--- src/rtl/npsh_ram.sv ---
// Generic single-port-write, registered-read RAM.
`default_nettype none
module npsh_ram #(
  parameter int WIDTH = 18,
  parameter int DEPTH = 64
) (
  input  wire logic                     clk,
  input  wire logic                     we,
  input  wire logic [$clog2(DEPTH)-1:0] waddr,
  input  wire logic [WIDTH-1:0]         wdata,
  input  wire logic                     re,
  input  wire logic [$clog2(DEPTH)-1:0] raddr,
  output logic      [WIDTH-1:0]         rdata
);

  logic [WIDTH-1:0] mem [DEPTH];

  always_ff @(posedge clk) begin
    if (we) begin
      mem[waddr] <= wdata;
    end
    if (re) begin
      rdata <= mem[raddr];
    end
  end

endmodule
`default_nettype wire

--- config.mk ---
export PLATFORM = sky130hd
export DESIGN_NAME = npsh_ram
export DESIGN_NICKNAME = d
export VERILOG_FILES = /design/src/rtl/npsh_ram.sv
export SDC_FILE = /design/constraint.sdc
export NUM_CORES = 1
export LEC_CHECK = 0
export BUFFER_PORTS_ARGS = -buffer_cell sky130_fd_sc_hd__buf_2
export CAP_MARGIN = 30
export CORE_MARGIN = 4
export CORE_UTILIZATION = 67
export DETAILED_ROUTE_END_ITERATION = 12
export PLACE_DENSITY = 0.84
export SLEW_MARGIN = 25
export SYNTH_ARGS = -nofsm -noshare
export SYNTH_HDL_FRONTEND = slang
export SYNTH_SLANG_ARGS = --single-unit
--- constraint.sdc ---
create_clock -name clk -period 7.52 [get_ports clk]
set_input_delay 0.752 -clock clk [delete_from_list [all_inputs] [get_ports clk]]
set_output_delay 0.752 -clock clk [all_outputs]
set_load 0.005 [all_outputs]
After elaboration in Yosys (flattened, before gate mapping)

Memories as Yosys holds them, arrays and structs flattened. A register that Yosys moved wholly into a read port is not among the register bits.
Index checks and enable logic that the tools add are counted.

Bits in registers: 0
Word-level logic and storage cells: 3
Memory bits (writable): 1,152
Bits of input ports: 33
Output and inout bits: 18
Memory bits (read-only): 0
Latch bits: 0
Memories: 1

Multiply operators: 0
Shift-type cells: 0
Eq/ne operators: 0
Multiplexer cells: 2
Add/subtract/negate cells: 0
$lt $le $gt $ge: 0
Reductions and logical operators: 0
Bitwise gates (word level): 0
Divide/modulo/power cells: 0

Memories:

| name | words | width | rd ports | clocked after Yosys merged registers in | write ports | line | RTL |
|---|---|---|---|---|---|---|---|
| mem  | 64    | 18    | 1        | 1                                       | 1           | 16   | `logic [WIDTH-1:0] mem [DEPTH];` |

Operators by type and width:

| kind              | count |
|---|---|
| two-way mux 1 bit | 2 |

Logic depth before layout (Yosys ltp)

Depth in word-level cells: 2
Depth in mapped cells: 9
Mapped depth without buffers: 5

Worst setup path after synthesis

No wires, ideal clock.

Path kind: input-to-reg
Start point: input port waddr[3]
End point: memory mem[48][0], enable pin
Stages on the path: 4
Data required time: 7.104 ns
Library setup time: 0.416 ns
Slack: 4.566 ns
Arrival: 2.538 ns
Path buffers: 1
Cell sequence: clkbuf_1 nor2b_1 nand4b_1 nor3_1

RTL lines:

| element            | line | RTL |
|---|---|---|
| start: declaration | 9    | `input wire logic [$clog2(DEPTH)-1:0] waddr,` |
| end: declaration   | 16   |  |

No word-level cell before the write port.

==> summary.txt <==
Outcome
  • Result of the run: finished clean

Route
  • Post-route DRC: 0
  • Detail-routed via count per cell: 7.67
  • Residual antenna-violating net count after detailed routing: 0
  • Violation count after the first detailed-route iteration: 4942
  • Avg WL per Cell: 41.2 µm
  • DRT Pass-1 Iters: 6
  • WL final: 125 mm
  • Vias: 23300

Placed design
  • Routability-driven placement congestion ratio: ~0.8
  • DP Area: 46500 µm²
  • Total placed cells including tap cells: 2832
  • DP HPWL: 61.5 mm
  • Setup WS pre-CTS: 3250 ps
  • Number of port buffers: 50

Synth
  • Number of register bits inferred by synthesis: 1170
  • Cell type contributing the most total cell area after synthesis: edfxtp_1
  • Post-Synthesis Mean Instance Area: 22.9 µm²
  • EDFF count, synth: roughly 1200
  • Post-Syn Area: 44800 µm²
  • Yosys warns: 0
  • Share of the synthesized area in the top cell type: 78.4%
  • Cell with the most instances after synthesis: edfxtp_1
  • Synthesized netlist net count: 1990
  • Ys flop type: edfxtp_1
  • Most frequent cells after synthesis: edfxtp_1 (1170), mux4_2 (300), nor2_1 (90)
  • Sequential-to-total area share from yosys stat: 78.4%
  • Netlist cell types: 33
  • Cells taking the most area after synthesis: edfxtp_1 (78%), mux4_2 (15%), mux2i_1 (1.3%), nor2_1 (0.75%), o21ai_0 (0.39%)
  • Gate count of the mapped netlist: roughly 2000
  • Share of flip-flops with an asynchronous set or reset after synthesis: 0%

Worst setup path
  • Nature of the critical path endpoint: flip-flop
  • Worst endpoint data arrival time: 4510 ps
  • Type of the worst setup path: in2reg
  • Worst reg-to-reg setup slack: between 5000 and 6000 ps
  • Length in cells of the worst reg-to-reg path: 5
  • Worst Path Required: 8030 ps
  • Reg-to-Reg End: rdata[14]
  • Startpoint class of the critical path: primary input
  • Biggest fanout along the worst timing path: 47
  • Reg-to-Reg Start: mem[17][14]

Floorplanning
  • Die height: 267 µm
  • Total Die Area: 71100 µm²
  • Die Width: 267 µm
  • Number of placement rows: 94
  • Initial core utilization: 67.9%
  • Area of the core: around 66000 µm²
  • Top-level I/O count: 51

Global routing
  • Global-route wire length before repair: roughly 180 mm
  • Largest net degree at the start of global routing: 112
  • Number of global-route vias before repair: 23600
  • Initial antenna violation count: 10
  • Total Routing Usage GR: about 36%
  • Grt ovf: 0

Timing
  • Max-Slew Margin vs Limit: between 20% and 30%
  • Tightest Pin Transition: 1160 ps
  • RSZ-0062 raised after global routing: no
  • Fin crit share: 53.1%
  • Final count of pins violating max slew: 0
  • Setup WS post-layout: 3520 ps
  • Maximum frequency from static timing analysis: 250 MHz
  • Sum of negative setup slack: 0 ps
  • Final count of negative-setup-slack endpoints: 0
  • Setup clock skew after layout: 27.0 ps
  • Final count of hold timing violations: 0
  • Min Tclk post-route: 4000 ps

Clock network
  • Source-to-sink clock delay at the later pin of the worst-skew pair: 690 ps
  • Clock H-tree levels: 3
  • CTS-repair resized insts: 0
  • Clock-pin slew of the registers on the worst-case setup and hold paths: about 60 ps
  • Sink Count: 1170
  • Cts-stage hold buffer count: 0
  • Count of buffers added by post-CTS timing repair for setup: 0
  • Inserted Clock Buffers: 105
  • CTS tree: built
  • Max Root-Sink Buffers: 3
  • Buffer type at the clock tree root: clkbuf_16

Cells and area
  • Post-route design area: 50200 µm²
  • Number of filler cells placed in the layout: 2891
  • Area added between synthesis and finish: 11.9%
  • Final Non-Filler Cells: 3037
  • Ratio of cells with drive above 1 in the final layout: 30.2%
  • Nets: 2110

Pwr
  • Combinational share of power: 5.1%
  • Clk network pwr share: 42.1%
  • Total power density per cell area: 274 nW/µm²
  • Switching power of the nets: 3.00 mW
  • Total power after layout: 13.7 mW
  • Peak supply drop: ~0.33 mV
  • Pint: 10.7 mW
  • Leakage power: 15.7 nW
  • Relative contribution of sequential cells to total power: 52.8%
  • Sw Share: around 22%

Job
  • Number of violations of the max-capacitance limit: 0

Min path
  • Min-Delay Startpoint: wdata[2]
  • Worst Hold End: mem[33][2]
  • Cell count of the worst hold path: 1
  • Worst min-delay path class: in2reg
## critical path: stages
cell      delay [ps]
buf_4            660
buf_4            670
nand2b_1         490
buf_4            400
nor2_1           130
a211oi_1         720
o21ai_0          410
o21ai_1          200
## state kept, by name, summed over array words and instances (netlist names)
signal  flops
mem      1152
rdata      18
## power groups by stage
stage	Sequential, mW	Combinational [mW]	Clock [mW]
2_1_floorplan	7.38	0.360	0
3_3_place_gp	7.40	0.598	0
5_1_grt	7.26	0.710	6.07
6_report	7.26	0.694	5.79
4_1_cts	7.26	0.671	5.76
3_5_place_dp	7.40	0.639	0
## stage by stage
stage / hold slack, ps / util (%)
6_report: 601 / 76.0
5_1_grt: 604 / 76.0
4_1_cts: 565 / 76.0
3_5_place_dp: 1030 / 70.4
3_3_place_gp: 951 / 70.0
2_1_floorplan: 851 / -
## cell families (layout without fill, tap and decap cells)
kind of cell	Yosys count	after routing	share of synthesized area, %
multiplexers	372	372	16.7
AND/OR/NAND/NOR	168	168	1.69
other	0	3	0
AO/OA/AOI/OAI	140	140	1.80
buffers and inverters	107	320	1.37
flip-flops	1170	1170	78.4
## metal layers
metal / wire length [µm] / GRT usage, % / up-vias
met1: 38900 / 49.3 / 11700
met4: 6920 / 15.8 / 6
met2: 59700 / 55.9 / 2598
met3: 19400 / 10.6 / 448
li1: - / - / 8539
met5: 41 / 0 / -
## final cells by class
cell class	count	area (µm²)	share of cell area, %
clock inverter	80	923	1.84
sequential	1170	35100	70.1
antenna	3	7.51	0.0150
tap	864	1080	2.16
multi-input combinational	680	9290	18.5
clock buffer	120	2730	5.44
timing repair buffer	120	993	1.98
## layout by cell type, fill, tap and decap left out, types with 11 or more instances in the layout
cell       netlist  final
a211oi_1        17     16
a21oi_1         30     30
buf_2           33     38
buf_4           19     66
bufinv_16        0     19
clkbuf_1        41     13
clkbuf_16        0    107
clkinv_1         0     22
clkinv_2         0     23
edfxtp_1      1170   1170
mux2_2          12     12
mux2i_1         60     60
mux4_2         300    300
nand2_1         22     22
nor2_1          90     38
nor2_2           0     35
nor2_4           0     17
nor3_1          13     11
o21ai_0         35     35
o21ai_1         21     21
o22ai_1         26     26
or3_1           12     12
## worst max path at each step
| stage | start | end | slack, ps |
|---|---|---|---|
| 2_1_floorplan | waddr[3] | mem[48][0] | 4570 |
| 3_3_place_gp | raddr[3] | rdata[2] | 3270 |
| 3_5_place_dp | raddr[3] | rdata[8] | 3250 |
| 4_1_cts | raddr[3] | rdata[2] | 3760 |
| 5_1_grt | raddr[4] | rdata[2] | 3630 |
| 6_report | raddr[3] | rdata[2] | 3520 |
Note: power is estimated with default switching activity, not from simulation.
