<file path="src/rtl/npsh_pkg.sv">
// Shared types, constants and constant tables for the nearest-point haversine search.
`default_nettype none
package npsh_pkg;

  localparam int TRIG_F = 16;
  localparam int ANGLE_W = 22;
  localparam int TRIG_W = 18;
  localparam int LAT_W = 18;
  localparam int LON_W = 19;
  localparam int COUNT_W = 7;
  localparam int INDEX_W = 6;
  localparam int METRIC_W = 32;

  localparam int TURN_UNITS = 720000;
  localparam int HALF_UNITS = 360000;
  localparam int QUARTER_UNITS = 180000;

  // The angle to Q30 scaling is m * 9370 + floor(m * 59426 / 360000).
  localparam logic [31:0] T_WHOLE_MUL = 32'd9370;
  localparam logic [31:0] T_FRAC_MUL = 32'd59426;
  localparam logic [31:0] T_FRAC_RECIP = 32'd390937468;
  localparam logic [30:0] ONE_Q30 = 31'h4000_0000;

  localparam logic CMD_LOAD = 1'b0;
  localparam logic CMD_QUERY = 1'b1;

  typedef logic signed [ANGLE_W-1:0] angle_t;
  typedef logic signed [TRIG_W-1:0] trig_t;
  typedef logic [TRIG_W-2:0] trig_mag_t;

  typedef struct packed {
    logic   start;
    angle_t angle;
  } sin_req_t;

  typedef struct packed {
    logic  done;
    trig_t value;
  } sin_rsp_t;

  typedef struct packed {
    logic  start;
    trig_t sin_lat;
    trig_t sin_lon;
    trig_t cos_query;
    trig_t cos_point;
  } met_req_t;

  typedef struct packed {
    logic                done;
    logic [METRIC_W-1:0] metric;
  } met_rsp_t;

  // Reciprocal of the odd part of 2k(2k+1) for series term k.
  function automatic logic [31:0] sin_recip(input logic [2:0] k);
    logic [31:0] r;
    case (k)
      3'd7: r = 32'd2617884829;
      3'd6: r = 32'd3524075731;
      3'd5: r = 32'd2498890064;
      3'd4: r = 32'd3817748708;
      3'd3: r = 32'd3272356036;
      3'd2: r = 32'd3435973837;
      3'd1: r = 32'd2863311531;
      default: r = 32'd0;
    endcase
    return r;
  endfunction

  // Power of two in 2k(2k+1), removed before the reciprocal multiply.
  function automatic logic [1:0] sin_pre_shift(input logic [2:0] k);
    logic [1:0] s;
    case (k)
      3'd6: s = 2'd2;
      3'd4: s = 2'd3;
      3'd2: s = 2'd2;
      default: s = 2'd1;
    endcase
    return s;
  endfunction

  // Shift that completes the reciprocal multiply for series term k.
  function automatic logic [5:0] sin_post_shift(input logic [2:0] k);
    logic [5:0] s;
    case (k)
      3'd7: s = 6'd38;
      3'd6: s = 6'd37;
      3'd5: s = 6'd37;
      3'd4: s = 6'd35;
      3'd3: s = 6'd36;
      3'd2: s = 6'd34;
      3'd1: s = 6'd33;
      default: s = 6'd0;
    endcase
    return s;
  endfunction

  function automatic trig_mag_t trig_mag(input trig_t v);
    trig_t n;
    n = -v;
    return v[TRIG_W-1] ? n[TRIG_W-2:0] : v[TRIG_W-2:0];
  endfunction

  function automatic logic [31:0] sat32(input logic [63:0] v);
    return (|v[63:32]) ? 32'hFFFF_FFFF : v[31:0];
  endfunction

endpackage
`default_nettype wire

</file>
<file path="src/rtl/npsh_metric.sv">
// Haversine term from the two sines and the two cosines, on one shared multiplier.
`default_nettype none
module npsh_metric
  import npsh_pkg::*;
(
  input  wire logic     clk,
  input  wire logic     rst,
  input  wire met_req_t req,
  output met_rsp_t      rsp
);

  localparam logic [2:0] M_IDLE = 3'd0;
  localparam logic [2:0] M_P1   = 3'd1;
  localparam logic [2:0] M_P2   = 3'd2;
  localparam logic [2:0] M_P3   = 3'd3;
  localparam logic [2:0] M_P4   = 3'd4;
  localparam logic [2:0] M_P5   = 3'd5;
  localparam logic [2:0] M_P6   = 3'd6;

  logic [2:0]  state;
  logic        ccneg;
  logic [31:0] term1;
  logic [31:0] slon;
  logic [31:0] term2;
  logic [63:0] prod;
  logic [31:0] ma;
  logic [31:0] mb;
  logic [63:0] rounded;
  logic [32:0] sum;
  logic [31:0] result;

  always_comb begin
    ma = '0;
    mb = '0;
    case (state)
      M_P1: begin
        ma = 32'(trig_mag(req.sin_lat));
        mb = 32'(trig_mag(req.sin_lat));
      end
      M_P2: begin
        ma = 32'(trig_mag(req.sin_lon));
        mb = 32'(trig_mag(req.sin_lon));
      end
      M_P3: begin
        ma = 32'(trig_mag(req.cos_query));
        mb = 32'(trig_mag(req.cos_point));
      end
      M_P4: begin
        ma = sat32(prod);
        mb = slon;
      end
      default: begin
        ma = '0;
        mb = '0;
      end
    endcase
  end

  always_comb begin
    rounded = prod + 64'h8000_0000;
    sum = 33'(term1) + 33'(term2);
    if (ccneg) begin
      result = (term2 >= term1) ? 32'd0 : term1 - term2;
    end else begin
      result = sum[32] ? 32'hFFFF_FFFF : sum[31:0];
    end
  end

  always_ff @(posedge clk) begin
    prod <= 64'(ma) * 64'(mb);
  end

  always_ff @(posedge clk) begin
    if (rst) begin
      state <= M_IDLE;
      rsp.done <= 1'b0;
    end else begin
      rsp.done <= (state == M_P6);
      case (state)
        M_IDLE: begin
          if (req.start) begin
            ccneg <= (req.cos_query[TRIG_W-1] ^ req.cos_point[TRIG_W-1]) &&
                     (req.cos_query != '0) && (req.cos_point != '0);
            state <= M_P1;
          end
        end
        M_P1: state <= M_P2;
        M_P2: begin
          term1 <= sat32(prod);
          state <= M_P3;
        end
        M_P3: begin
          slon <= sat32(prod);
          state <= M_P4;
        end
        M_P4: state <= M_P5;
        M_P5: begin
          term2 <= rounded[63:32];
          state <= M_P6;
        end
        M_P6: begin
          rsp.metric <= result;
          state <= M_IDLE;
        end
        default: state <= M_IDLE;
      endcase
    end
  end

endmodule
`default_nettype wire

</file>
<file path="config.mk">
export PLATFORM = sky130hd
export DESIGN_NAME = npsh_metric
export DESIGN_NICKNAME = d
export VERILOG_FILES = /design/src/rtl/npsh_pkg.sv /design/src/rtl/npsh_metric.sv
export SDC_FILE = /design/constraint.sdc
export NUM_CORES = 2
export LEC_CHECK = 0
export ABC_AREA = 1
export BUFFER_PORTS_ARGS = -buffer_cell sky130_fd_sc_hd__buf_2
export CORE_ASPECT_RATIO = 2
export CORE_MARGIN = 2
export CORE_UTILIZATION = 55
export CTS_BUF_LIST = sky130_fd_sc_hd__clkbuf_4
export CTS_CLUSTER_SIZE = 10
export DETAILED_ROUTE_END_ITERATION = 6
export GPL_ROUTABILITY_DRIVEN = 0
export GPL_TIMING_DRIVEN = 0
export PLACE_DENSITY = 0.71
export SETUP_SLACK_MARGIN = 0.2
export SYNTH_ARGS = -nofsm -noshare
export SYNTH_HDL_FRONTEND = slang
export SYNTH_SLANG_ARGS = --single-unit
export TNS_END_PERCENT = 1
</file>
<file path="constraint.sdc">
create_clock -name clk -period 11.9 [get_ports clk]
set_clock_uncertainty 0.2 [all_clocks]
set_input_delay 1.19 -clock clk [delete_from_list [all_inputs] [get_ports clk]]
set_output_delay 1.19 -clock clk [all_outputs]
set_load 0.005 [all_outputs]
</file>
# Word-level counts from Yosys, hierarchy flattened
# Cells that the tools add are included.
# totals
regBits	197
latch_bits	0
mem_bits_rw	0
mem_bits_ro	0
input_bits	75
out_inout_bits	33
elab_cells	49
mem_count	0
# classes
add_sub_neg	7
mul	1
div	0
order_cmp	1
n_eq_ne	7
shifts	0
muxes	12
n_bitwise	2
n_reduce_logical	11
# ops
operator	count
one-hot mux 32 bit (4 select lines)	2
two-way mux 32 bit	4
two-way mux 17 bit	4
negator 17 bit	4
adder 64 x 32 -> 64 bit (second input constant)	1
multiplier 32 x 32 -> 64 bit	1
nonzero test 18 bit	2
adder 32 x 32 -> 33 bit	1
>= comparator 32 bit	1
OR reduction 32 bit	1
subtractor 32 bit	1
one-hot mux 3 bit (6 select lines)	1
== test 3 bit (second input constant)	3
AND reduction 2 bit	4
== test 3 x 2 -> 1 bit (second input constant)	2
== test 3 x 1 -> 1 bit (second input constant)	1
logical NOT 3 bit	1
two-way mux 3 bit	1
AND reduction 3 bit	1
logical AND 1 bit	2
inequality test 2 bit (second input constant)	1
inverter 1 bit	1
bitwise XOR 1 bit	1

# Longest topological paths before layout
# logic_depth
ltp_word	4
ltp_mapped	41
depth_no_buf	40

# Worst setup path after synthesis
# No wires, ideal clock.
# synth_path
kind	input-to-reg
start	input port req[19] in the netlist's numbering
end	register prod[49]
setup_ns	0.113
arrival_ns	7.991
required_ns	11.587
setup_slack_ns	3.597
cell_stages	34
path_buffers	2
path_cell_list	inv_1 > ha_1 > nand3_1 > nor2_1 > a21oi_1 > or2_2 > nand3_1 > nand2_1 > nor2_1 > buf_4 > buf_4 > nor2_1 > fa_1 > inv_1 > fa_1 > inv_1 > fa_1 > inv_1 > fa_1 > inv_1 > fa_1 > fa_1 > fa_1 > fa_1 > ha_1 > nand2_1 > nor2_1 > inv_1 > nor2_1 > inv_1 > nor3_1 > nand2_1 > nand4_1 > nand2_1
# synth_via
elab_chain_cells	4
# synth_rtl
item	line_no	source
start, declared	npsh_metric.sv:8	input wire met_req_t req,
negator 17 bit	npsh_pkg.sv:100	n = -v;
two-way mux 17 bit (*)	npsh_pkg.sv:101	return v[TRIG_W-1] ? n[TRIG_W-2:0] : v[TRIG_W-2:0];
one-hot mux 32 bit (4 select lines) (*)	npsh_metric.sv:35	case (state)
multiplier 32 x 32 -> 64 bit (*)	npsh_metric.sv:70	prod <= 64'(ma) * 64'(mb);
end signal, assigned	npsh_metric.sv:70	
end, declared	npsh_metric.sv:25	logic [63:0] prod;
# Mark *: on every way between the ends. The rest lies on a longest branch, timed or not.
# A chain may end at the register's enable or synchronous reset.

# Worst setup path after layout
# layout_path
start	register prod[59]
end	register prod[38]
# layout_via
elab_chain_cells	4
# layout_rtl
item	line_no	source
OR reduction 32 bit	npsh_pkg.sv:105	return (|v[63:32]) ? 32'hFFFF_FFFF : v[31:0];
two-way mux 32 bit	n/a	
one-hot mux 32 bit (4 select lines)	npsh_metric.sv:35	
multiplier 32 x 32 -> 64 bit	npsh_metric.sv:70	
# No other way between the ends.

==> metrics.yaml <==
firstDrtPassIters: 7
violations: "design-rule violations, max-capacitance violations, max-slew violations"
avgSynthCellArea_um2: 7.50
groute.usage.overall: 0.489
die_x_um: 213
total_power_uw: 3970
period_needed_ns: 11.11
synth_edf_count: 129
max_cap_violations: 1
coreArea_um2: 86700
cts_sinks: 197
setup-tns-final_ns: 0
post_dp_cell_area_um2: 50200
slew_headroom: -0.00265
place_inst: 7679
setup-violations-final: 0
timing.final.crit_share: 0.934
seq_area_frac_synth: 0.109
yosysWarnings: 0
pin_count: 108
syn_to_final_growth_pct: 5.22
fmax_ghz: 0.0900
cp_data_arrival_time_ns: 11.63
critPathMaxStageDelay_ns: 0.95
worstPathRequired_ns: 12.41
grt_pass1_vias: 48000
first_iter_violations: 4822
crit_type: "reg2reg"
wire_per_inst_um: 26.9
cts-hold-fix-buffers: 0
portBuffers: 105
ant_nets: 0
ys_ff_latch: 197
synthArstFlopShare: 0
num_rows: 153
start_kind: "register"
outcome: "finished, violations left"
wl_um: 208000
dieArea_um2: 89900
drc: 104
num_vias: 46100
antenna_found_initial: 34
avgViaCountPerCell: 5.95
fin_util: 0.583
hold_viol_final: 0
final_area_um2: 50600
clock_latency_ns: 0.79
die_y_um: 422
dp_hpwl_um: 162000
gr-total-overflow: 0
drive_gt1_frac: 0.0550
final_nets: 7843
grt_pass1_wl_um: 306000
post_cts_buffers: 0
clockBufferDepth: 2
rsz0062_at_grt: "no"
fill_cells: 8178
cts-root-buf: "clkbuf_4"
numCtsBuffers: 17
synth.distinct_cells: 46
syn_area_um2: 48100
cts_tree: "done"
worst_pin_slew_ns: 1.50
initial_core_util: 0.554
synth_ff_type: "edfxtp_1"
final-max-slew-violation-count: 1
cpMaxStageDelayCell: "fa_1"
grt_max_degree: 31
leakagePower_uw: 0.0270
cts-resized-gates: 0
h-tree-depth: 4
end_kind: "register"
hp-class: "reg2reg"
crit_top_cell: "fa_1"
power_density_nw_per_um2: 78.4
ir_worst_vdd_mv: 0.101
mappedNetlistNets: 7711
critPathMaxFanout: 10
synth_cells: 6406
fin_cells: 7736
clk_pin_slew_ns: 0.21
[worst paths after layout]
check / from / end / slack (ns) / depth (start not counted)
worst min-delay path: state[0] / state[2] / 0.35 / 2
worst max-delay path: prod[59] / prod[38] / 0.79 / 31
worst min register to register: state[0] / state[2] / 0.35 / 2
worst max register to register: prod[59] / prod[38] / 0.79 / 31
[where the power goes]
part / total, µW / internal [µW] / switching (µW) / leakage, µW
Sequential: 881 / 826 / 54.8 / 0.00166
Clock: 430 / 109 / 321 / 0.000174
Combinational: 2660 / 766 / 1890 / 0.0252
Total: 3970 / 1700 / 2270 / 0.0270
[per-stage QoR]
stage,hold slack (ns),setup WS (ns)
final,0.346,0.789
after global routing,0.404,0.757
after CTS,0.346,2.23
after detailed placement,0.325,1.56
after global placement,0.313,1.62
after floorplan,0.288,3.60
[critical path: cells and delay by family (launching register included)]
family,cells,cell delay (ns)
fa+ha+maj,9,4.99
simple gates,10,2.06
buf+inv,9,1.80
compound gates,2,1.39
flops,1,0.37
xor+xnor,1,0.16
[layout make-up]
cell class	instances	area, µm²	area share
diodes	23	57.6	0.00114
plain buffers	176	890	0.0176
clock buffers	17	128	0.00252
clock inverters	15	206	0.00408
inverters	1603	6020	0.119
multi-input cells	4430	36000	0.711
flip-flops and latches	197	5240	0.103
well taps	1162	1450	0.0287
repair buffers	113	633	0.0125
[synthesized netlist by cell type (3+ instances only)]
cell | count | share of area
dfxtp_1 | 68 | 0.028
nand4_1 | 51 | 0.0066
a21oi_1 | 166 | 0.017
clkbuf_1 | 44 | 0.0034
o211ai_1 | 3 | 0.00047
buf_6 | 5 | 0.0012
nor4_1 | 5 | 0.00065
and2_1 | 7 | 0.00091
xnor2_1 | 7 | 0.0013
nand2_2 | 7 | 0.00091
o22ai_1 | 5 | 0.00065
xor2_1 | 95 | 0.017
a31oi_1 | 3 | 0.00039
o21ai_0 | 127 | 0.013
nor3_1 | 52 | 0.0054
nand3b_1 | 4 | 0.00062
ha_1 | 332 | 0.086
buf_1 | 3 | 0.00023
a21o_1 | 3 | 0.00047
inv_1 | 1565 | 0.12
o21bai_1 | 22 | 0.0034
nor2_4 | 12 | 0.0028
nor3b_1 | 3 | 0.00047
nor2_1 | 842 | 0.066
nand3_1 | 221 | 0.023
edfxtp_1 | 129 | 0.081
buf_4 | 14 | 0.0022
inv_2 | 24 | 0.0019
clkinv_1 | 13 | 0.0010
fa_1 | 898 | 0.37
or2_2 | 6 | 0.00078
buf_2 | 110 | 0.011
nor2_2 | 25 | 0.0033
or2_1 | 4 | 0.00052
nand2_1 | 1513 | 0.12
and3_1 | 6 | 0.00078
[layer usage]
| metal | GRT usage | up-vias | share of wire |
|---|---|---|---|
| met4 | 0.545 | 30 | 0.15 |
| met3 | 0.218 | 1634 | 0.12 |
| met1 | 0.437 | 21700 | 0.27 |
| met5 | 0.0128 | - | 0.0014 |
| met2 | 0.763 | 3637 | 0.46 |
| li1 | - | 19100 | - |
[state kept, by name (all words and copies together) (netlist names)]
signal,count
state,3
term1,32
ccneg,1
slon,32
term2,32
rsp,33
prod,64
[cells by family after synthesis]
logic type                 after synthesis  synth area share
and+or+nand+nor                       2761             0.231
xor gates and xnor gates               102            0.0186
AOI/OAI and AO/OA                      337            0.0372
adders and majority gates             1230             0.460
buffers and inverters                 1779             0.144
DFF                                    197             0.109
[cells in the final DEF (no fill, tap or decap), drive strengths merged, types with 95 or more instances in the layout]
cell,netlist,layout
a21oi,167,167
buf,132,245
edfxtp,129,129
fa,898,898
ha,332,332
inv,1590,1600
nand2,1520,1520
nand3,223,223
nor2,879,879
o21ai,129,129
xor2,95,95
Power figures use the tool's default switching activity.
