--- src/rtl/npsh_pkg.sv ---
// Shared types, constants and constant tables for the nearest-point haversine search.
`default_nettype none
package npsh_pkg;

  localparam int TRIG_F = 16;
  localparam int ANGLE_W = 22;
  localparam int TRIG_W = 18;
  localparam int LAT_W = 18;
  localparam int LON_W = 19;
  localparam int COUNT_W = 7;
  localparam int INDEX_W = 6;
  localparam int METRIC_W = 32;

  localparam int TURN_UNITS = 720000;
  localparam int HALF_UNITS = 360000;
  localparam int QUARTER_UNITS = 180000;

  // The angle to Q30 scaling is m * 9370 + floor(m * 59426 / 360000).
  localparam logic [31:0] T_WHOLE_MUL = 32'd9370;
  localparam logic [31:0] T_FRAC_MUL = 32'd59426;
  localparam logic [31:0] T_FRAC_RECIP = 32'd390937468;
  localparam logic [30:0] ONE_Q30 = 31'h4000_0000;

  localparam logic CMD_LOAD = 1'b0;
  localparam logic CMD_QUERY = 1'b1;

  typedef logic signed [ANGLE_W-1:0] angle_t;
  typedef logic signed [TRIG_W-1:0] trig_t;
  typedef logic [TRIG_W-2:0] trig_mag_t;

  typedef struct packed {
    logic   start;
    angle_t angle;
  } sin_req_t;

  typedef struct packed {
    logic  done;
    trig_t value;
  } sin_rsp_t;

  typedef struct packed {
    logic  start;
    trig_t sin_lat;
    trig_t sin_lon;
    trig_t cos_query;
    trig_t cos_point;
  } met_req_t;

  typedef struct packed {
    logic                done;
    logic [METRIC_W-1:0] metric;
  } met_rsp_t;

  // Reciprocal of the odd part of 2k(2k+1) for series term k.
  function automatic logic [31:0] sin_recip(input logic [2:0] k);
    logic [31:0] r;
    case (k)
      3'd7: r = 32'd2617884829;
      3'd6: r = 32'd3524075731;
      3'd5: r = 32'd2498890064;
      3'd4: r = 32'd3817748708;
      3'd3: r = 32'd3272356036;
      3'd2: r = 32'd3435973837;
      3'd1: r = 32'd2863311531;
      default: r = 32'd0;
    endcase
    return r;
  endfunction

  // Power of two in 2k(2k+1), removed before the reciprocal multiply.
  function automatic logic [1:0] sin_pre_shift(input logic [2:0] k);
    logic [1:0] s;
    case (k)
      3'd6: s = 2'd2;
      3'd4: s = 2'd3;
      3'd2: s = 2'd2;
      default: s = 2'd1;
    endcase
    return s;
  endfunction

  // Shift that completes the reciprocal multiply for series term k.
  function automatic logic [5:0] sin_post_shift(input logic [2:0] k);
    logic [5:0] s;
    case (k)
      3'd7: s = 6'd38;
      3'd6: s = 6'd37;
      3'd5: s = 6'd37;
      3'd4: s = 6'd35;
      3'd3: s = 6'd36;
      3'd2: s = 6'd34;
      3'd1: s = 6'd33;
      default: s = 6'd0;
    endcase
    return s;
  endfunction

  function automatic trig_mag_t trig_mag(input trig_t v);
    trig_t n;
    n = -v;
    return v[TRIG_W-1] ? n[TRIG_W-2:0] : v[TRIG_W-2:0];
  endfunction

  function automatic logic [31:0] sat32(input logic [63:0] v);
    return (|v[63:32]) ? 32'hFFFF_FFFF : v[31:0];
  endfunction

endpackage
`default_nettype wire

--- src/rtl/npsh_sin.sv ---
// Iterative fixed-point sine unit built around one shared 32x32 multiplier.
`default_nettype none
module npsh_sin
  import npsh_pkg::*;
(
  input  wire logic     clk,
  input  wire logic     rst,
  input  wire sin_req_t req,
  output sin_rsp_t      rsp
);

  localparam logic [3:0] S_IDLE = 4'd0;
  localparam logic [3:0] S_RED  = 4'd1;
  localparam logic [3:0] S_T1   = 4'd2;
  localparam logic [3:0] S_T2   = 4'd3;
  localparam logic [3:0] S_T3   = 4'd4;
  localparam logic [3:0] S_T4   = 4'd5;
  localparam logic [3:0] S_T5   = 4'd6;
  localparam logic [3:0] S_T6   = 4'd7;
  localparam logic [3:0] S_L1   = 4'd8;
  localparam logic [3:0] S_L2   = 4'd9;
  localparam logic [3:0] S_L3   = 4'd10;
  localparam logic [3:0] S_F1   = 4'd11;
  localparam logic [3:0] S_F2   = 4'd12;

  localparam angle_t A_TURN = angle_t'(TURN_UNITS);
  localparam angle_t A_HALF = angle_t'(HALF_UNITS);
  localparam angle_t A_QUARTER = angle_t'(QUARTER_UNITS);
  localparam logic [30:0] ROUND_HALF = 31'(1) << (29 - TRIG_F);

  logic [3:0]  state;
  angle_t      m;
  logic        neg;
  logic [15:0] q1;
  logic [30:0] t;
  logic [31:0] t2;
  logic [30:0] r;
  logic [2:0]  k;
  logic [63:0] prod;
  logic [31:0] ma;
  logic [31:0] mb;
  angle_t      m_half;
  angle_t      m_fold;
  logic [31:0] p_top;
  logic [63:0] quo;
  logic [30:0] s_val;
  logic [30:0] s_round;
  logic [TRIG_W-2:0] q_mag;

  always_comb begin
    m_half = (m >= A_HALF) ? m - A_HALF : m;
    m_fold = (m_half > A_QUARTER) ? A_HALF - m_half : m_half;
    p_top = prod[61:30];
    quo = prod >> sin_post_shift(k);
    s_val = prod[60:30];
    s_round = s_val + ROUND_HALF;
    q_mag = (TRIG_W-1)'(s_round >> (30 - TRIG_F));
  end

  always_comb begin
    ma = '0;
    mb = '0;
    case (state)
      S_T1: begin
        ma = 32'(m[17:0]);
        mb = T_FRAC_MUL;
      end
      S_T2: begin
        ma = 32'(prod[33:6]);
        mb = T_FRAC_RECIP;
      end
      S_T3: begin
        ma = 32'(m[17:0]);
        mb = T_WHOLE_MUL;
      end
      S_T5: begin
        ma = 32'(t);
        mb = 32'(t);
      end
      S_L1: begin
        ma = t2;
        mb = 32'(r);
      end
      S_L2: begin
        ma = p_top >> sin_pre_shift(k);
        mb = sin_recip(k);
      end
      S_F1: begin
        ma = 32'(t);
        mb = 32'(r);
      end
      default: begin
        ma = '0;
        mb = '0;
      end
    endcase
  end

  always_ff @(posedge clk) begin
    prod <= 64'(ma) * 64'(mb);
  end

  always_ff @(posedge clk) begin
    if (rst) begin
      state <= S_IDLE;
      rsp.done <= 1'b0;
    end else begin
      rsp.done <= (state == S_F2);
      case (state)
        S_IDLE: begin
          if (req.start) begin
            m <= req.angle;
            state <= S_RED;
          end
        end
        S_RED: begin
          if (m < 0) begin
            m <= m + A_TURN;
          end else if (m >= A_TURN) begin
            m <= m - A_TURN;
          end else begin
            neg <= (m >= A_HALF);
            m <= m_fold;
            state <= S_T1;
          end
        end
        S_T1: state <= S_T2;
        S_T2: state <= S_T3;
        S_T3: begin
          q1 <= prod[56:41];
          state <= S_T4;
        end
        S_T4: begin
          t <= prod[30:0] + 31'(q1);
          state <= S_T5;
        end
        S_T5: state <= S_T6;
        S_T6: begin
          t2 <= p_top;
          r <= ONE_Q30;
          k <= 3'd7;
          state <= S_L1;
        end
        S_L1: state <= S_L2;
        S_L2: state <= S_L3;
        S_L3: begin
          r <= ONE_Q30 - quo[30:0];
          if (k == 3'd1) begin
            state <= S_F1;
          end else begin
            k <= k - 3'd1;
            state <= S_L1;
          end
        end
        S_F1: state <= S_F2;
        S_F2: begin
          rsp.value <= neg ? -$signed({1'b0, q_mag}) : $signed({1'b0, q_mag});
          state <= S_IDLE;
        end
        default: state <= S_IDLE;
      endcase
    end
  end

endmodule
`default_nettype wire

--- config.mk ---
export PLATFORM = sky130hd
export DESIGN_NAME = npsh_sin
export DESIGN_NICKNAME = d
export VERILOG_FILES = /design/src/rtl/npsh_pkg.sv /design/src/rtl/npsh_sin.sv
export SDC_FILE = /design/constraint.sdc
export NUM_CORES = 2
export LEC_CHECK = 0
export ABC_CLOCK_PERIOD_IN_PS = 9900
export BUFFER_PORTS_ARGS = -buffer_cell sky130_fd_sc_hd__buf_2
export CORE_MARGIN = 2
export CORE_UTILIZATION = 40
export DETAILED_ROUTE_END_ITERATION = 10
export PLACE_DENSITY = 0.65
export SLEW_MARGIN = 25
export SYNTH_ARGS = -nofsm -noshare
export SYNTH_HDL_FRONTEND = slang
export SYNTH_SLANG_ARGS = --single-unit
--- constraint.sdc ---
create_clock -name clk -period 9.9 [get_ports clk]
set_input_delay 1.485 -clock clk [delete_from_list [all_inputs] [get_ports clk]]
set_output_delay 1.485 -clock clk [all_outputs]
set_load 0.005 [all_outputs]
## Yosys cells after proc, flatten, opt, wreduce, memory -nomap -nowiden

Cells that the tools add are included.

| storage, ports and cells | value |
|---|---|
| input port bits | 25 |
| register bits after elaboration | 223 |

| cells by class | value |
|---|---|
| bitwise gates (word level) | 3 |
| magnitude comparators | 4 |
| multiply operators | 1 |
| add/subtract/negate cells | 9 |
| multiplexer cells | 21 |
| eq/ne operators | 23 |
| reductions and logical operators | 17 |
| shifts and indexed selects | 2 |

Operators with widths:

| kind | count |
|---|---|
| $pmux 32 s7 | 1 |
| $pmux 32 s6 | 1 |
| $pmux 32 s5 | 1 |
| $mux 22 | 5 |
| $mul 32x32->64 | 1 |
| $shr 64x6->31 | 1 |
| $pmux 31 s2 | 1 |
| $pmux 4 s12 | 1 |
| $pmux 22 s2 | 1 |
| $pmux 6 s6 | 1 |
| $shr 32x2->32 | 1 |
| $add 31x14->31 const B | 1 |
| $add 31x16->31 | 1 |
| $sub 31x31->31 const A | 1 |
| $add 22x21->22 const B | 1 |
| $ge 22x20->1 const B | 1 |
| $ge 22x21->1 const B | 1 |
| $gt 22x19->1 const B | 1 |
| $lt 22x1->1 const B | 1 |
| $sub 20x22->22 const A | 1 |
| $sub 22x20->22 const B | 1 |
| $sub 22x21->22 const B | 1 |
| $eq 4x4->1 const B | 5 |
| $neg 17->18 | 1 |
| other kinds (21) | 48 |

## Longest topological paths before layout

| depth | value |
|---|---|
| depth in word-level cells | 7 |
| depth in mapped cells | 38 |
| mapped depth without buffers | 34 |

## Worst setup path before layout

Ideal clock, no wire load.

| path | value |
|---|---|
| path kind | register to register |
| from | register k[0] |
| to | register prod[62] |
| stages on the path, launching flop included | 37 |
| slack | 0.823 ns |
| data arrival time | 8.986 ns |
| required time | 9.809 ns |
| setup time | 0.091 ns |
| clock period less this slack | 9.077 ns |
| cell sequence | edfxtp_1 inv_1 ha_1 and2_1 buf_2 buf_1 nand2_1 a21oi_1 a21oi_1 nor2_1 a211oi_1 clkbuf_1 nor2_1 fa_1 inv_1 fa_1 fa_1 fa_1 inv_1 fa_1 fa_1 fa_1 inv_1 fa_1 inv_1 ha_1 clkbuf_1 a21o_1 a21o_1 a21o_1 a31o_2 a21o_1 a211oi_1 a21oi_1 o21a_1 o2111a_1 a311oi_1 |

| between the ends | value |
|---|---|
| cells in the longest elaborated chain, start to end | 7 |
| elaborated cells between the ends (all ways) | 15 |
| classes of those cells | 1 x mul; 7 x eq/ne; 1 x shift; 5 x mux; 1 x reduce/logical |

Ends and longest elaborated chain:

| element | RTL line | text |
|---|---|---|
| from (decl) | npsh_sin.sv:38 | `logic [2:0] k;` |
| from (signal assigned) | npsh_sin.sv:151 | `k <= k - 3'd1;` |
| $eq 3x2->1 / $eq 3x3->1 (equally long branches) | npsh_pkg.sv:57, npsh_pkg.sv:73 |  |
| $reduce_or 2->1 (no line) | -- |  |
| $pmux 2 s2 | npsh_pkg.sv:73 | `case (k)` |
| $mux 2 | npsh_sin.sv:63 | `case (state)` |
| $shr 32x2->32 | npsh_sin.sv:85 | `ma = p_top >> sin_pre_shift(k);` |
| $pmux 32 s5 | npsh_sin.sv:63 |  |
| $mul 32x32->64 * | npsh_sin.sv:100 | `prod <= 64'(ma) * 64'(mb);` |
| to (signal assigned) | npsh_sin.sv:100 |  |
| to (decl) | npsh_sin.sv:39 | `logic [63:0] prod;` |

Every way passes the cells marked *; elsewhere a longest branch is shown, timed or not. The select of a mux whose other input is x is not followed.
A chain may end at the register's enable or synchronous reset.

## Worst setup path in the final report

Ends and elaborated chain as after synthesis.

==> results_tabular.tex <==
\begin{tabular}{lr}
\hline
Metric & Value \\
\hline
\multicolumn{2}{l}{\textbf{Outcome}} \\
\quad Outcome & finished clean \\
\multicolumn{2}{l}{\textbf{Pwr}} \\
\quad Power density relative to cell area & 70.17 nW/µm² \\
\quad Total chip power & $\sim$0.0036 W \\
\quad Leak pwr & $\sim$24 nW \\
\quad Worst IR drop on VDD & approximately 0.11 mV \\
\multicolumn{2}{l}{\textbf{Worst setup path}} \\
\quad Critical path launch point type & register \\
\quad Longest individual stage delay on the worst path & 0.81 ns \\
\quad Kind of capture point of the worst setup path & register \\
\quad Most common cell on crit path & sky130\_fd\_sc\_hd\_\_fa\_1 \\
\quad WP data arrival & around 10 ns \\
\quad Path type of the worst setup path & register to register \\
\quad Maximum fanout along the worst path & 34 \\
\quad Req. time, crit path & 10.39 ns \\
\quad Highest-delay cell along the critical path & sky130\_fd\_sc\_hd\_\_a221oi\_2 \\
\multicolumn{2}{l}{\textbf{Final layout}} \\
\quad Top library cells by usage in the layout, fill and taps aside & 972 x sky130\_fd\_sc\_hd\_\_inv\_1, 897 x sky130\_fd\_sc\_hd\_\_fa\_1, 780 x sky130\_fd\_sc\_hd\_\_nand2\_1 \\
\quad Total number of nets in the final design & 6713 \\
\quad Layout cell share with drive strength beyond 1 & approximately 8.0\% \\
\quad Area growth, synth to finish & 7.733\% \\
\quad Final design utilization & 43.32\% \\
\quad Most frequent standard cell in the layout excluding fill and tap cells & sky130\_fd\_sc\_hd\_\_inv\_1 \\
\quad Post-layout instance area & around 52000 µm² \\
\multicolumn{2}{l}{\textbf{Placement}} \\
\quad Dpl hpwl & 134100 µm \\
\quad Number of buffers inserted by port buffering & 43 \\
\quad Routability-driven placement congestion ratio & $\sim$1 \\
\quad Placed standard-cell area & 50810 µm² \\
\multicolumn{2}{l}{\textbf{CTS}} \\
\quad Master cell of the clock root buffer & sky130\_fd\_sc\_hd\_\_clkbuf\_16 \\
\quad Register clock-pin slew on the reported worst setup and hold paths & 0.06 ns \\
\quad CTS HTree Levels & 1 \\
\quad Number of buffers created by CTS & 25 \\
\quad Worst-Skew Late Latency & 0.58 ns \\
\quad Maximum number of buffers from clock root to sink & 3 \\
\quad CTS Hold Buffers Added & 0 \\
\quad Clock Sinks & $\sim$220 \\
\quad Clock tree from TritonCTS & done \\
\multicolumn{2}{l}{\textbf{Logic synthesis}} \\
\quad Fraction of synthesis flops using an asynchronous set or reset pin & 0\% \\
\quad Nets in the synthesized netlist & between 6000 and 7000 \\
\quad Post-synthesis cell count & approximately 5600 \\
\quad Number of synthesized flops with an enable pin & 154 \\
\quad Area of the mapped netlist & 48050 µm² \\
\quad Seq cells post-synth & about 220 \\
\quad Yosys warning total & 0 \\
\quad Seq/Total Area, Yosys & between 10\% and 20\% \\
\quad Dominant register cell in the synthesized netlist & sky130\_fd\_sc\_hd\_\_edfxtp\_1 \\
\quad Most area-consuming cells after synthesis & sky130\_fd\_sc\_hd\_\_fa\_1 37\%, sky130\_fd\_sc\_hd\_\_edfxtp\_1 9.6\%, sky130\_fd\_sc\_hd\_\_ha\_1 7.7\% \\
\quad Mean instance size in the synthesized netlist & between 8 and 9 µm² \\
\quad Biggest area consumer among synthesized cells & sky130\_fd\_sc\_hd\_\_fa\_1 \\
\quad Share of the synthesized area in the top cell type & 37.37\% \\
\quad Number of distinct standard cells referenced by the synthesized netlist & 114 \\
\multicolumn{2}{l}{\textbf{Hold path}} \\
\quad Hold Path Class & register to register \\
\multicolumn{2}{l}{\textbf{Global route}} \\
\quad Remaining global-route overflow & 0 \\
\quad Wire length of the first global-routing pass & 255300 µm \\
\quad Total routing resource utilization after global routing & 27.74\% \\
\quad Initial antenna violation count & 4 \\
\quad Pin count of the biggest net entering global routing & 43 \\
\quad Number of global-route vias before repair & about 41000 \\
\multicolumn{2}{l}{\textbf{Routing}} \\
\quad Number of detailed-routing iterations run before antenna repair & 6 \\
\quad Detailed router's first-iteration violation count & between 4000 and 5000 \\
\quad Detail Route Antenna Nets & 0 \\
\quad Detail-routed net length per standard cell & 23.58 µm \\
\quad Vias & about 41000 \\
\quad Wire length after detailed routing & approximately 170000 µm \\
\quad Number of vias per cell & 5.685 \\
\quad Number of DRC violations after detailed routing & 0 \\
\multicolumn{2}{l}{\textbf{Die}} \\
\quad Core Area & 119500 µm² \\
\quad Horizontal die dimension & $\sim$350 µm \\
\quad Die outline area & 122900 µm² \\
\quad Vertical die dimension & 350.6 µm \\
\quad Placement row count & roughly 130 \\
\quad Initial core utilization & between 40 and 50\% \\
\quad Ports & 44 \\
\multicolumn{2}{l}{\textbf{Timing}} \\
\quad Tightest hold margin & 0.5795 ns \\
\quad Slew of the pin with the lowest slew margin & 1.067 ns \\
\quad Worst Skew & 0.03358 ns \\
\quad Worst slew margin & roughly 29\% \\
\quad Final number of hold-violating endpoints & 0 \\
\quad Count of final max-slew check failures & 0 \\
\quad Unrepaired setup endpoints after global routing & true \\
\quad Final setup violation count & 0 \\
\quad Setup TNS & 0 ns \\
\quad Ratio of final minimum period to clock period & 97.52\% \\
\quad Maximum operating frequency & just over 100 MHz \\
\quad Shortest clock period the worst path allows after layout & 9.654 ns \\
\multicolumn{2}{l}{\textbf{Run}} \\
\quad \# Max-Cap Violations & 0 \\
\hline
\end{tabular}
cell type report:
class / instances / area [µm²]
well taps: 1612 / 2017
repair buffers: 243 / 1827
inverters: 976 / 3664
multi-input cells: 4027 / 37410
diodes: 2 / 5.005
fillers: 11900 / 67730
clock buffers: 37 / 764.5
flip-flops and latches: 223 / 6006
clock inverters: 9 / 76.32
worst max-delay path: cells and delay by family (launching register included):
family	cells	cell delay, ns
fa+ha+maj	10	4.60
compound gates	12	3.08
flops	1	0.47
simple gates	4	0.60
buf+inv	5	0.78
final timing paths:
kind / from / slack [ns] / depth (start not counted) / end
worst max-delay path: k[0] / 0.25 / 31 / prod[62]
worst min-delay path: q1[0] / 0.58 / 1 / t[0]
worst min register to register: q1[0] / 0.58 / 1 / t[0]
worst max register to register: k[0] / 0.25 / 31 / prod[62]
synthesized netlist by cell type, types with 35 or more instances:
master and count:
sky130_fd_sc_hd__o21ai_0 84, sky130_fd_sc_hd__nor2_1 673, sky130_fd_sc_hd__nor3_1 61, sky130_fd_sc_hd__clkbuf_1 291
sky130_fd_sc_hd__xor2_1 62, sky130_fd_sc_hd__and2_1 42, sky130_fd_sc_hd__and3_1 40, sky130_fd_sc_hd__nand4_1 35
sky130_fd_sc_hd__a21oi_1 190, sky130_fd_sc_hd__xnor2_1 97, sky130_fd_sc_hd__inv_1 972, sky130_fd_sc_hd__dfxtp_1 69
sky130_fd_sc_hd__edfxtp_1 154, sky130_fd_sc_hd__nand2_1 780, sky130_fd_sc_hd__ha_1 295, sky130_fd_sc_hd__a21o_1 66
sky130_fd_sc_hd__nand3_1 97, sky130_fd_sc_hd__mux2i_1 43, sky130_fd_sc_hd__a211oi_1 55, sky130_fd_sc_hd__fa_1 897
repair_timing:
action / in CTS / in global routing
endpoints found under the setup margin: 0 / 11
buffers inserted: 0 / 2
resized for setup: 0 / 29
per-layer routing:
layer,vias up,track usage [%],share of wire [%],wire length (µm)
met3,488,6.362,10,17510
met2,2142,42.54,44,74160
li1,17410,-,-,-
met4,4,14.28,6.5,10850
met5,-,0,0.020,34
met1,20480,36.66,39,65570
cells by family after synthesis:
group / Yosys count / share of synthesized area [%]
fa+ha+maj: 1192 / 45.05
xor+xnor: 159 / 2.898
compound gates: 725 / 10.53
flops: 223 / 12.50
simple gates: 1890 / 17.17
other cells: 1 / 0.007804
mux: 60 / 1.341
buf+inv: 1313 / 10.50
per-stage QoR:
stage	setup slack [ns]	cells
after floorplan	0.8228	5563
after global placement	0.3266	7079
after detailed placement	0.2052	7079
after CTS	0.1823	7125
after global routing	-0.006894	7127
final	0.2459	7129
flip-flops by register name, indices dropped and copies added (netlist names):
name and flops:
t 31, rsp 19, r 31, state 4, m 22, t2 32, prod 64, q1 16
neg 1, k 3
report_power, final:
group          switching (W)  internal, W
sequential          0.000155      0.00106
clock               0.000426     0.000543
combinational       0.000987     0.000462
total                0.00157      0.00206
Power figures use the tool's default switching activity.
